File: config.mk
export PLATFORM = sky130hd
export DESIGN_NAME = lfu_cache_replace
export DESIGN_NICKNAME = d
export VERILOG_FILES = /design/src/rtl/core/lfu_pkg.sv /design/src/rtl/core/lfu_ram.sv /design/src/rtl/core/lfu_cache_replace.sv
export SDC_FILE = /design/constraint.sdc
export NUM_CORES = 2
export LEC_CHECK = 0
export BUFFER_PORTS_ARGS = -buffer_cell sky130_fd_sc_hd__buf_4
export CAP_MARGIN = 10
export CORE_UTILIZATION = 55
export DETAILED_ROUTE_END_ITERATION = 8
export MAX_ROUTING_LAYER = met4
export PLACE_DENSITY = 0.72
export SLEW_MARGIN = 25
export SYNTH_ARGS = -nofsm -noshare
export SYNTH_HDL_FRONTEND = slang
export SYNTH_SLANG_ARGS = --single-unit
File: constraint.sdc
create_clock -name clk -period 16.7 [get_ports clk]
set_input_delay 0.835 -clock clk [delete_from_list [all_inputs] [get_ports clk]]
set_output_delay 0.835 -clock clk [all_outputs]
set_load 0.03 [all_outputs]
File: src/rtl/core/lfu_pkg.sv
package lfu_pkg;

  localparam logic ACT_GET = 1'b0;
  localparam logic ACT_PUT = 1'b1;

  localparam logic [31:0] MISS_VALUE = 32'hFFFF_FFFF;
  localparam logic [31:0] COUNT_MAX  = 32'hFFFF_FFFF;

  typedef struct packed {
    logic [31:0] key;
    logic [31:0] value;
    logic [31:0] count;
    logic [63:0] last;
  } entry_t;

  localparam int ENTRY_W = $bits(entry_t);

endpackage

File: src/rtl/core/lfu_ram.sv
module lfu_ram #(
  parameter int WIDTH = 8,
  parameter int DEPTH = 16
) (
  input  logic                                  clk,
  input  logic                                  we,
  input  logic [(DEPTH > 1 ? $clog2(DEPTH) : 1)-1:0] waddr,
  input  logic [WIDTH-1:0]                      wdata,
  input  logic [(DEPTH > 1 ? $clog2(DEPTH) : 1)-1:0] raddr,
  output logic [WIDTH-1:0]                      rdata
);

  logic [WIDTH-1:0] mem [DEPTH];

  always_ff @(posedge clk) begin
    if (we) begin
      mem[waddr] <= wdata;
    end
    rdata <= mem[raddr];
  end

endmodule

File: src/rtl/core/lfu_cache_replace.sv
// lfu_cache_replace: key/value cache with least-frequently-used replacement,
// ties broken by least recently used.
// input stream: s_tdata = {value, key}, s_tuser = action (0 get, 1 put).
// output stream: m_tdata = {evicted_key, read_value}, m_tuser = {evicted, hit}.
// one result item per input item.
// entries live in a single-port-write, registered-read memory; each item
// walks every entry once (one read a cycle) to find the key, the eviction
// victim and the lowest free slot, then writes the entry back in S_WB.
// a new item is taken in the cycle after the result is registered.
// the result register holds its item while m_tready is low; a further item
// can be accepted and scanned meanwhile, and waits at write-back.
// cfg_we/cfg_data write cache_limit (values above ENTRIES act as ENTRIES);
// write it only while the block is idle.
// reset (rst, synchronous) clears all valid bits, occupancy, the access
// clock and sets cache_limit to 16; no clearing pass is needed.
module lfu_cache_replace #(
  parameter int ENTRIES = 16
) (
  input  logic        clk,
  input  logic        rst,
  input  logic        cfg_we,
  input  logic [4:0]  cfg_data,      // cache_limit
  input  logic        s_tvalid,
  output logic        s_tready,
  input  logic [63:0] s_tdata,       // key[31:0], value[63:32]
  input  logic        s_tuser,       // action
  output logic        m_tvalid,
  input  logic        m_tready,
  output logic [63:0] m_tdata,       // read_value[31:0], evicted_key[63:32]
  output logic [1:0]  m_tuser        // hit[0], evicted[1]
);

  localparam int IW = (ENTRIES > 1) ? $clog2(ENTRIES) : 1;
  localparam int OW = $clog2(ENTRIES + 1);
  localparam int CW = (OW > 5) ? OW : 5;
  localparam logic [IW:0]   LAST_CNT = (IW + 1)'(ENTRIES);
  localparam logic [CW-1:0] ENT_C    = CW'(ENTRIES);

  typedef enum logic [1:0] {S_IDLE, S_SCAN, S_WB} state_t;

  state_t state;
  logic [4:0]          cache_limit;
  logic [ENTRIES-1:0]  valid;
  logic [ENTRIES-1:0]  valid_next;
  logic [OW-1:0]       occupancy;
  logic [63:0]         access_clock;

  logic                act;
  logic [31:0]         key_r;
  logic [31:0]         val_r;

  logic [IW:0]         rd_cnt;
  logic                pend;
  logic [IW-1:0]       pend_idx;

  logic                found;
  logic [IW-1:0]       found_idx;
  logic [31:0]         found_val;
  logic [31:0]         found_cnt;
  logic                vic_ok;
  logic [IW-1:0]       vic_idx;
  logic [31:0]         vic_cnt;
  logic [63:0]         vic_last;
  logic [31:0]         vic_key;
  logic                free_ok;
  logic [IW-1:0]       free_idx;

  lfu_pkg::entry_t     rd_entry;
  lfu_pkg::entry_t     wr_entry;
  logic [lfu_pkg::ENTRY_W-1:0] rd_raw;
  logic                we;
  logic [IW-1:0]       waddr;

  logic [CW-1:0]       lim_ext;
  logic [CW-1:0]       lim_eff;
  logic                out_free;
  logic                do_evict;
  logic                do_ins;
  logic [IW-1:0]       ins_idx;
  logic                take;
  logic                better;
  logic                vld_rd;

  lfu_ram #(.WIDTH(lfu_pkg::ENTRY_W), .DEPTH(ENTRIES)) u_ram (
    .clk  (clk),
    .we   (we),
    .waddr(waddr),
    .wdata(wr_entry),
    .raddr(rd_cnt[IW-1:0]),
    .rdata(rd_raw)
  );

  assign rd_entry = lfu_pkg::entry_t'(rd_raw);
  assign s_tready = (state == S_IDLE);
  assign out_free = !m_tvalid || m_tready;
  assign lim_ext  = CW'(cache_limit);
  assign lim_eff  = (lim_ext > ENT_C) ? ENT_C : lim_ext;
  assign vld_rd   = valid[pend_idx];

  always_comb begin
    better = !vic_ok || rd_entry.count < vic_cnt ||
             (rd_entry.count == vic_cnt && rd_entry.last < vic_last);
    // put miss with room allowed: evict when full, then fill lowest free slot
    do_evict = (act == lfu_pkg::ACT_PUT) && (lim_eff != '0) && !found &&
               (CW'(occupancy) >= lim_eff) && vic_ok;
    do_ins   = (act == lfu_pkg::ACT_PUT) && (lim_eff != '0) && !found &&
               (do_evict || free_ok);
    ins_idx  = (do_evict && (!free_ok || vic_idx < free_idx)) ? vic_idx : free_idx;
    take     = (state == S_WB) && out_free;

    valid_next = valid;
    if (do_evict) begin
      valid_next[vic_idx] = 1'b0;
    end
    valid_next[ins_idx] = 1'b1;

    we       = 1'b0;
    waddr    = found_idx;
    wr_entry.key   = key_r;
    wr_entry.value = found_val;
    wr_entry.count = (found_cnt == lfu_pkg::COUNT_MAX) ? found_cnt : found_cnt + 32'd1;
    wr_entry.last  = access_clock;
    if (take) begin
      if (found && (act == lfu_pkg::ACT_GET || lim_eff != '0)) begin
        we = 1'b1;
        if (act == lfu_pkg::ACT_PUT) begin
          wr_entry.value = val_r;
        end
      end else if (do_ins) begin
        we             = 1'b1;
        waddr          = ins_idx;
        wr_entry.value = val_r;
        wr_entry.count = 32'd1;
      end
    end
  end

  always_ff @(posedge clk) begin
    if (rst) begin
      state        <= S_IDLE;
      cache_limit  <= 5'd16;
      valid        <= '0;
      occupancy    <= '0;
      access_clock <= '0;
      m_tvalid     <= 1'b0;
      pend         <= 1'b0;
      rd_cnt       <= '0;
    end else begin
      if (cfg_we) begin
        cache_limit <= cfg_data;
      end
      if (m_tvalid && m_tready && !take) begin
        m_tvalid <= 1'b0;
      end
      unique case (state)
        S_IDLE: begin
          if (s_tvalid) begin
            act     <= s_tuser;
            key_r   <= s_tdata[31:0];
            val_r   <= s_tdata[63:32];
            rd_cnt  <= '0;
            pend    <= 1'b0;
            found   <= 1'b0;
            vic_ok  <= 1'b0;
            free_ok <= 1'b0;
            state   <= S_SCAN;
          end
        end
        S_SCAN: begin
          if (rd_cnt != LAST_CNT) begin
            pend     <= 1'b1;
            pend_idx <= rd_cnt[IW-1:0];
            rd_cnt   <= rd_cnt + 1'b1;
          end else begin
            pend <= 1'b0;
          end
          if (pend) begin
            if (vld_rd && !found && rd_entry.key == key_r) begin
              found     <= 1'b1;
              found_idx <= pend_idx;
              found_val <= rd_entry.value;
              found_cnt <= rd_entry.count;
            end
            if (vld_rd && better) begin
              vic_ok   <= 1'b1;
              vic_idx  <= pend_idx;
              vic_cnt  <= rd_entry.count;
              vic_last <= rd_entry.last;
              vic_key  <= rd_entry.key;
            end
            if (!vld_rd && !free_ok) begin
              free_ok  <= 1'b1;
              free_idx <= pend_idx;
            end
          end
          if (rd_cnt == LAST_CNT && !pend) begin
            state <= S_WB;
          end
        end
        S_WB: begin
          if (out_free) begin
            m_tvalid       <= 1'b1;
            m_tuser[0]     <= found;
            m_tuser[1]     <= do_evict;
            m_tdata[63:32] <= do_evict ? vic_key : 32'd0;
            if (act == lfu_pkg::ACT_GET) begin
              m_tdata[31:0] <= found ? found_val : lfu_pkg::MISS_VALUE;
            end else begin
              m_tdata[31:0] <= 32'd0;
            end
            if (we) begin
              access_clock <= access_clock + 64'd1;
            end
            if (do_ins) begin
              valid <= valid_next;
              if (!do_evict) begin
                occupancy <= occupancy + 1'b1;
              end
            end
            state <= S_IDLE;
          end
        end
        default: state <= S_IDLE;
      endcase
    end
  end

  a_occ_bound: assert property (@(posedge clk) disable iff (rst)
    OW'(ENTRIES) >= occupancy) else $error("occupancy above capacity");

  a_occ_matches: assert property (@(posedge clk) disable iff (rst)
    $countones(valid) == 32'(occupancy)) else $error("occupancy out of step with valid bits");

  a_evict_keeps_occ: assert property (@(posedge clk) disable iff (rst)
    take && do_evict |=> occupancy == $past(occupancy))
    else $error("eviction changed occupancy");

  a_evict_needs_victim: assert property (@(posedge clk) disable iff (rst)
    take && do_evict |-> valid[vic_idx] && !found)
    else $error("eviction of an invalid entry");

endmodule
Yosys cells after proc, flatten, opt, wreduce, memory -nomap -nowiden

Memory sizes are Yosys's and may differ from the RTL's. A register that Yosys moved wholly into a read port is not among the register bits.
Cells that the tools add are included.

Bits in registers: 441
Memory bits (writable): 2560
Input port bits: 75
Word-level logic and storage cells: 157
Memories kept: 1

$add $sub $neg: 4
$lt $le $gt $ge: 10
Equal/unequal tests: 15
Mux-type cells: 46
Bitwise logic cells: 6
Reduce and logical (&&, ||, !) cells: 49

Memories:

| name      | depth | bits a word | read ports | clocked after memory_dff | wr ports | line          | RTL |
|---|---|---|---|---|---|---|---|
| u_ram.mem | 16    | 160         | 1          | 1                        | 1        | lfu_ram.sv:13 | `logic [WIDTH-1:0] mem [DEPTH];` |

Operators with widths:

| operator              | count |
|---|---|
| $mux 32               | 5 |
| $mux 64               | 2 |
| $add 64x1->64 const B | 1 |
| $eq 32x32->1          | 2 |
| $lt 64x64->1          | 1 |
| $add 32x1->32 const B | 1 |
| $eq 32x32->1 const B  | 1 |
| $lt 32x32->1          | 1 |
| $reduce_and 3->1      | 7 |
| $mux 1                | 19 |
| $logic_and 1x1->1     | 18 |
| $and 16x16->16        | 1 |
| $mux 16               | 1 |
| $mux 4                | 4 |
| $ne 2x2->1 const B    | 8 |
| $not 16->16           | 1 |
| $or 16x16->16         | 1 |
| $reduce_and 4->1      | 4 |
| $lt 4x5->1 const B    | 3 |
| $mux 5                | 3 |
| $reduce_and 5->1      | 3 |
| $add 5x1->5 const B   | 2 |
| $pmux 5 s2            | 1 |
| $demux 1 s4           | 2 |
| 19 further kinds      | 38 |

Longest topological paths before layout

Word-level depth: 14
Depth in mapped cells: 13
Depth with buffers taken out: 11

Hierarchy

Synthesis repeated with hierarchy kept, for this count alone.

Cells, all modules: 5845
Area, all modules: 119061.7 um^2

By module, submodules not included:

| module            | times used | cells an instance | area each (um^2) | seq. area each (um^2) |
|---|---|---|---|---|
| lfu_ram           | 1          | 4191              | 99300.2          | 80076.8 |
| lfu_cache_replace | 1          | 1654              | 19761.5          | 12251.8 |

Least setup slack after synthesis

No wires, ideal clock.

Path type: register to register
Start: reg cache_limit[4]
End: mem u_ram.mem[0][0] (netlist name), enable pin
Setup time: 875 ps
Data arrival time: 13069 ps
Path slack: 2756 ps
Stages on the path, launching flop included: 14
Clock period less this slack: 13944 ps
Path through: dfxtp_1 -> inv_1 -> nand2_1 -> ha_1 -> a21o_1 -> a31oi_1 -> o21ai_0 -> o311a_1 -> buf_2 -> buf_4 -> mux2i_1 -> o2bb2ai_1 -> nand2_1 -> nor3_1

Word-level cells in the longest chain between the ends: 14

RTL lines:

| what                                                | line                     | RTL |
|---|---|---|
| from (decl)                                         | lfu_cache_replace.sv:42  | `logic [4:0] cache_limit;` |
| from (signal assigned)                              | lfu_cache_replace.sv:150 | `cache_limit <= cfg_data;` |
| $gt 5x5->1                                          | lfu_cache_replace.sv:97  | `assign lim_eff = (lim_ext > ENT_C) ? ENT_C : lim_ext;` |
| $mux 5 (*)                                          | lfu_cache_replace.sv:97  |  |
| branches (longest 12 deep; another with $ge 5x5->1) | n/a                      |  |
| to (decl)                                           | lfu_ram.sv:13            |  |

Every way passes the cells marked *.

Final worst setup path

Start: reg occupancy[0]
End: mem u_ram.mem[7][130] (netlist name), enable pin

Word-level cells in the longest chain between the ends: 10

RTL lines:

| what                         | line                     | RTL |
|---|---|---|
| from (decl)                  | lfu_cache_replace.sv:45  | `logic [OW-1:0] occupancy;` |
| from (signal assigned)       | lfu_cache_replace.sv:217 | `occupancy <= occupancy + 1'b1;` |
| $ge 5x5->1 (*)               | lfu_cache_replace.sv:105 | `(CW'(occupancy) >= lim_eff) && vic_ok;` |
| $logic_and 1x1->1 (*)        | lfu_cache_replace.sv:104 | `do_evict = (act == lfu_pkg::ACT_PUT) && (lim_eff != '0) && !found &&` |
| $logic_and 1x1->1 (*)        | lfu_cache_replace.sv:105 |  |
| $logic_or 1x1->1             | lfu_cache_replace.sv:107 | `(do_evict \|\| free_ok);` |
| $logic_and 1x1->1            | lfu_cache_replace.sv:106 | `do_ins = (act == lfu_pkg::ACT_PUT) && (lim_eff != '0) && !found &&` |
| $mux 1                       | lfu_cache_replace.sv:129 | `end else if (do_ins) begin` |
| $mux 1                       | lfu_cache_replace.sv:124 | `if (found && (act == lfu_pkg::ACT_GET \|\| lim_eff != '0)) begin` |
| $mux 1                       | lfu_cache_replace.sv:123 | `if (take) begin` |
| $mux 1                       | lfu_ram.sv:16            | `if (we) begin` |
| $mux 1 (not written as such) | lfu_ram.sv:17            | `mem[waddr] <= wdata;` |

Every way passes the cells marked *; elsewhere a longest branch is shown, timed or not.

==> flow_summary.json <==
{
  "status": "complete, no violations",
  "crit_chain": "inv_1, ha_1, nand2b_1, a31oi_1, o21ai_4, o311a_1, mux2_2, mux2i_1, nand2_1, nor3_2, buf_6, buf_4",
  "cts.sinks": 3161,
  "leakagePower_uw": 0.0393,
  "fin_ws_ns": 10.79,
  "ctsResizeCount": 0,
  "post-dp-hpwl_um": 134000,
  "ant_nets": 0,
  "die_area_um2": 217000,
  "antenna_found_initial": 6,
  "grt_overflow": 0,
  "grt_usage": 0.253,
  "period_share": 0.354,
  "crit_fanout": 52,
  "cts_buffers": 325,
  "ir_worst_vdd_mv": 0.115,
  "slowest_stage": "o21ai_4",
  "grt_max_degree": 123,
  "max_freq_mhz": 169,
  "grt_pass1_vias": 57700,
  "die_w_um": 466,
  "drt_iter0_markers": 6494,
  "clock_skew_ns": 0.0989,
  "timing.max_cap.violations": 0,
  "post_cts_buffers": 0,
  "drive_gt1_frac": 0.263,
  "pre_cts_ws_ns": 10.62,
  "path_clk_slew_ns": 0.06,
  "ff2ff_setup_slack_ns": 10.79,
  "worstReg2RegEnd": "u_ram.mem[7][130]$_DFFE_PP_",
  "avgSynthCellArea_um2": 22.0,
  "final-setup-viol-count": 0,
  "area_delta_synth_final_pct": 12.9,
  "min_delay_worst_endpoint": "val_r[29]$_DFFE_PP_",
  "async_flop_share": 0,
  "viasPerCell": 6.33,
  "whs_path_depth": 1,
  "p_per_area_nw_per_um2": 120,
  "routed_wirelength_um": 263000,
  "worst_pin_slew_ns": 1.09,
  "synth_area_um2": 119000,
  "synth_nets": 5561,
  "wire_per_inst_um": 29.8,
  "vias": 56000,
  "route.detailed.drc": 0,
  "holdCritPathClass": "in -> reg",
  "final_hold_viol_count": 0,
  "cts_tree": "done",
  "yosysUniqueCellTypes": 57,
  "finalMaxSlewViolations": 0,
  "synth_seq_cells": 3161,
  "max_slew_margin": 0.276,
  "start_util": 0.553,
  "max_stage_delay_ns": 0.86,
  "gp_congestion": 0.838,
  "nNetsFinal": 5942,
  "setup_tns_ns": 0,
  "end_kind": "register",
  "startpoint_type": "register",
  "die_h_um": 466,
  "synth-edff-count": 2902,
  "placed_area_um2": 124000,
  "design_area_um2": 134000,
  "drtPass1Iterations": 6,
  "worstRegToRegCells": 12,
  "cp.required_ns": 17.23,
  "rows": 170,
  "grt_pass1_wl_um": 388000,
  "ys_warn_count": 0,
  "h-tree-depth": 5,
  "rsz0062_at_grt": "false",
  "cts_max_path_buffers": 4,
  "rr_startpoint": "occupancy[0]$_SDFFE_PP0P_",
  "yosys_most_used_dff": "edfxtp_1",
  "core_um2": 214000,
  "io_buffers": 142,
  "worstSkewPairLatency_ns": 0.96,
  "yosysSeqAreaShare": 0.779,
  "io_pins": 143,
  "synth_cells": 5378,
  "crit_type": "reg -> reg",
  "min_period_ns": 5.91,
  "arrival_ns": 6.44,
  "min-delay-start": "s_tdata[61]",
  "cts_root_buf": "clkbuf_16"
}
[logic make-up (layout without fill, tap and decap cells)]
family,count (synthesis),count (layout),synth area share
other,0,2,0
buffers and inverters,378,1006,0.0121
flip-flops,3161,3161,0.779
AO/OA/AOI/OAI,237,237,0.0114
AND/OR/NAND/NOR,553,553,0.0233
XOR/XNOR,120,120,0.00886
multiplexers,821,821,0.154
adder cells (fa/ha/maj),108,108,0.0114
[cell type report]
cell class | count | area, um^2
Clock inverter | 121 | 1040
Multi-Input combinational cell | 1839 | 25000
Inverter | 153 | 574
Fill cell | 14000 | 80500
Clock buffer | 453 | 9090
Tap cell | 2838 | 3550
Sequential cell | 3161 | 92300
Antenna cell | 2 | 5.00
Timing Repair Buffer | 279 | 2330
[sequential cells by signal (all words and copies together), names as in the netlist, 5 cells and up]
register,cells
u_ram.mem,2560
u_ram.rdata,160
access_clock,64
m_tdata,64
vic_last,64
found_cnt,32
found_val,32
key_r,32
val_r,32
vic_cnt,32
vic_key,32
valid,16
cache_limit,5
occupancy,5
rd_cnt,5
[per-layer routing]
layer | vias up | global-route usage | part of all wire
li1 | 23100 | - | -
met1 | 29900 | 0.348 | 0.40
met2 | 2548 | 0.398 | 0.50
met3 | 483 | 0.0403 | 0.076
met4 | 0 | 0.0701 | 0.026
met5 | - | - | 0
[through the flow]
| stage | util | std cells | power [uW] | hold slack [ns] |
|---|---|---|---|---|
| floorplan | - | 5378 | 9150 | 0.386 |
| global placement | 0.576 | 8260 | 9280 | 0.389 |
| detailed placement | 0.577 | 8261 | 9280 | 0.389 |
| CTS | 0.624 | 8843 | 16200 | 0.00000572 |
| global route | 0.625 | 8846 | 16500 | 0.0144 |
| finish | 0.625 | 8846 | 16100 | 0.0538 |
[synthesized netlist by cell type (4+ instances only)]
| master | number | area, um^2 |
|---|---|---|
| nand2_1 | 123 | 462 |
| clkbuf_1 | 174 | 653 |
| ha_1 | 108 | 1350 |
| xor2_1 | 47 | 412 |
| or3_1 | 13 | 81.3 |
| mux2_2 | 5 | 56.3 |
| nand4_1 | 62 | 388 |
| a21oi_1 | 98 | 490 |
| nor2_1 | 139 | 522 |
| buf_2 | 8 | 40.0 |
| o21a_1 | 7 | 52.6 |
| edfxtp_1 | 2902 | 87100 |
| or4_1 | 6 | 45.0 |
| xnor2_1 | 73 | 639 |
| nor4_1 | 16 | 100 |
| buf_1 | 41 | 154 |
| dfxtp_1 | 259 | 5180 |
| o21ai_0 | 78 | 390 |
| o211ai_1 | 7 | 52.6 |
| a211oi_1 | 7 | 52.6 |
| nor2b_1 | 4 | 25.0 |
| mux2i_1 | 11 | 110 |
| nand3_1 | 51 | 255 |
| mux4_2 | 805 | 18100 |
| a31oi_1 | 4 | 25.0 |
| a21boi_0 | 5 | 37.5 |
| nor3_1 | 53 | 265 |
| and3_1 | 42 | 263 |
| nand2b_1 | 14 | 87.6 |
| inv_1 | 153 | 574 |
| and4_1 | 13 | 114 |
| a21o_1 | 13 | 97.6 |
[power by group]
part,internal (uW),switching [uW]
Clock,4040,2900
Combinational,229,234
Sequential,8600,46.2
[layout by cell type, fill, tap and decap left out, types with 62 or more instances in the layout]
master,count
o21ai_0,70
inv_1,153
nor2_1,132
nand4_1,62
xnor2_1,73
mux4_2,805
edfxtp_1,2902
a21oi_1,97
buf_4,253
nand2_1,123
clkbuf_16,331
ha_1,108
dfxtp_1,255
clkbuf_1,87
[worst max path at each step]
stage | start | to | slack, ns | depth (start not counted)
after CTS | occupancy[0]$_SDFFE_PP0P_ | u_ram.mem[7][149]$_DFFE_PP_ | 10.56 | 12
final | occupancy[0]$_SDFFE_PP0P_ | u_ram.mem[7][130]$_DFFE_PP_ | 10.79 | 12
after global routing | cache_limit[4]$_SDFFE_PP1P_ | u_ram.mem[7][149]$_DFFE_PP_ | 10.52 | 13
after detailed placement | occupancy[0]$_SDFFE_PP0P_ | u_ram.mem[7][129]$_DFFE_PP_ | 10.62 | 12
after global placement | cache_limit[4]$_SDFFE_PP1P_ | u_ram.mem[7][129]$_DFFE_PP_ | 10.74 | 13
after floorplan | cache_limit[4]$_SDFFE_PP1P_ | u_ram.mem[0][0]$_DFFE_PP_ | 2.76 | 13
[timing repair]
action | 4_1_cts | 5_1_grt
hold buffers | 8 | 0
setup endpoints to repair | 0 | 0
hold endpoints to repair | 8 | 0
[worst max-delay path: cells and delay by family (launching register included)]
| kind | cells | cell delay [ns] |
|---|---|---|
| AOI/OAI and AO/OA | 3 | 1.78 |
| adders and majority gates | 1 | 0.29 |
| and+or+nand+nor | 3 | 0.78 |
| buffers and inverters | 3 | 1.56 |
| DFF | 1 | 0.39 |
| muxes | 2 | 0.61 |
Note: power is estimated with default switching activity, not from simulation.
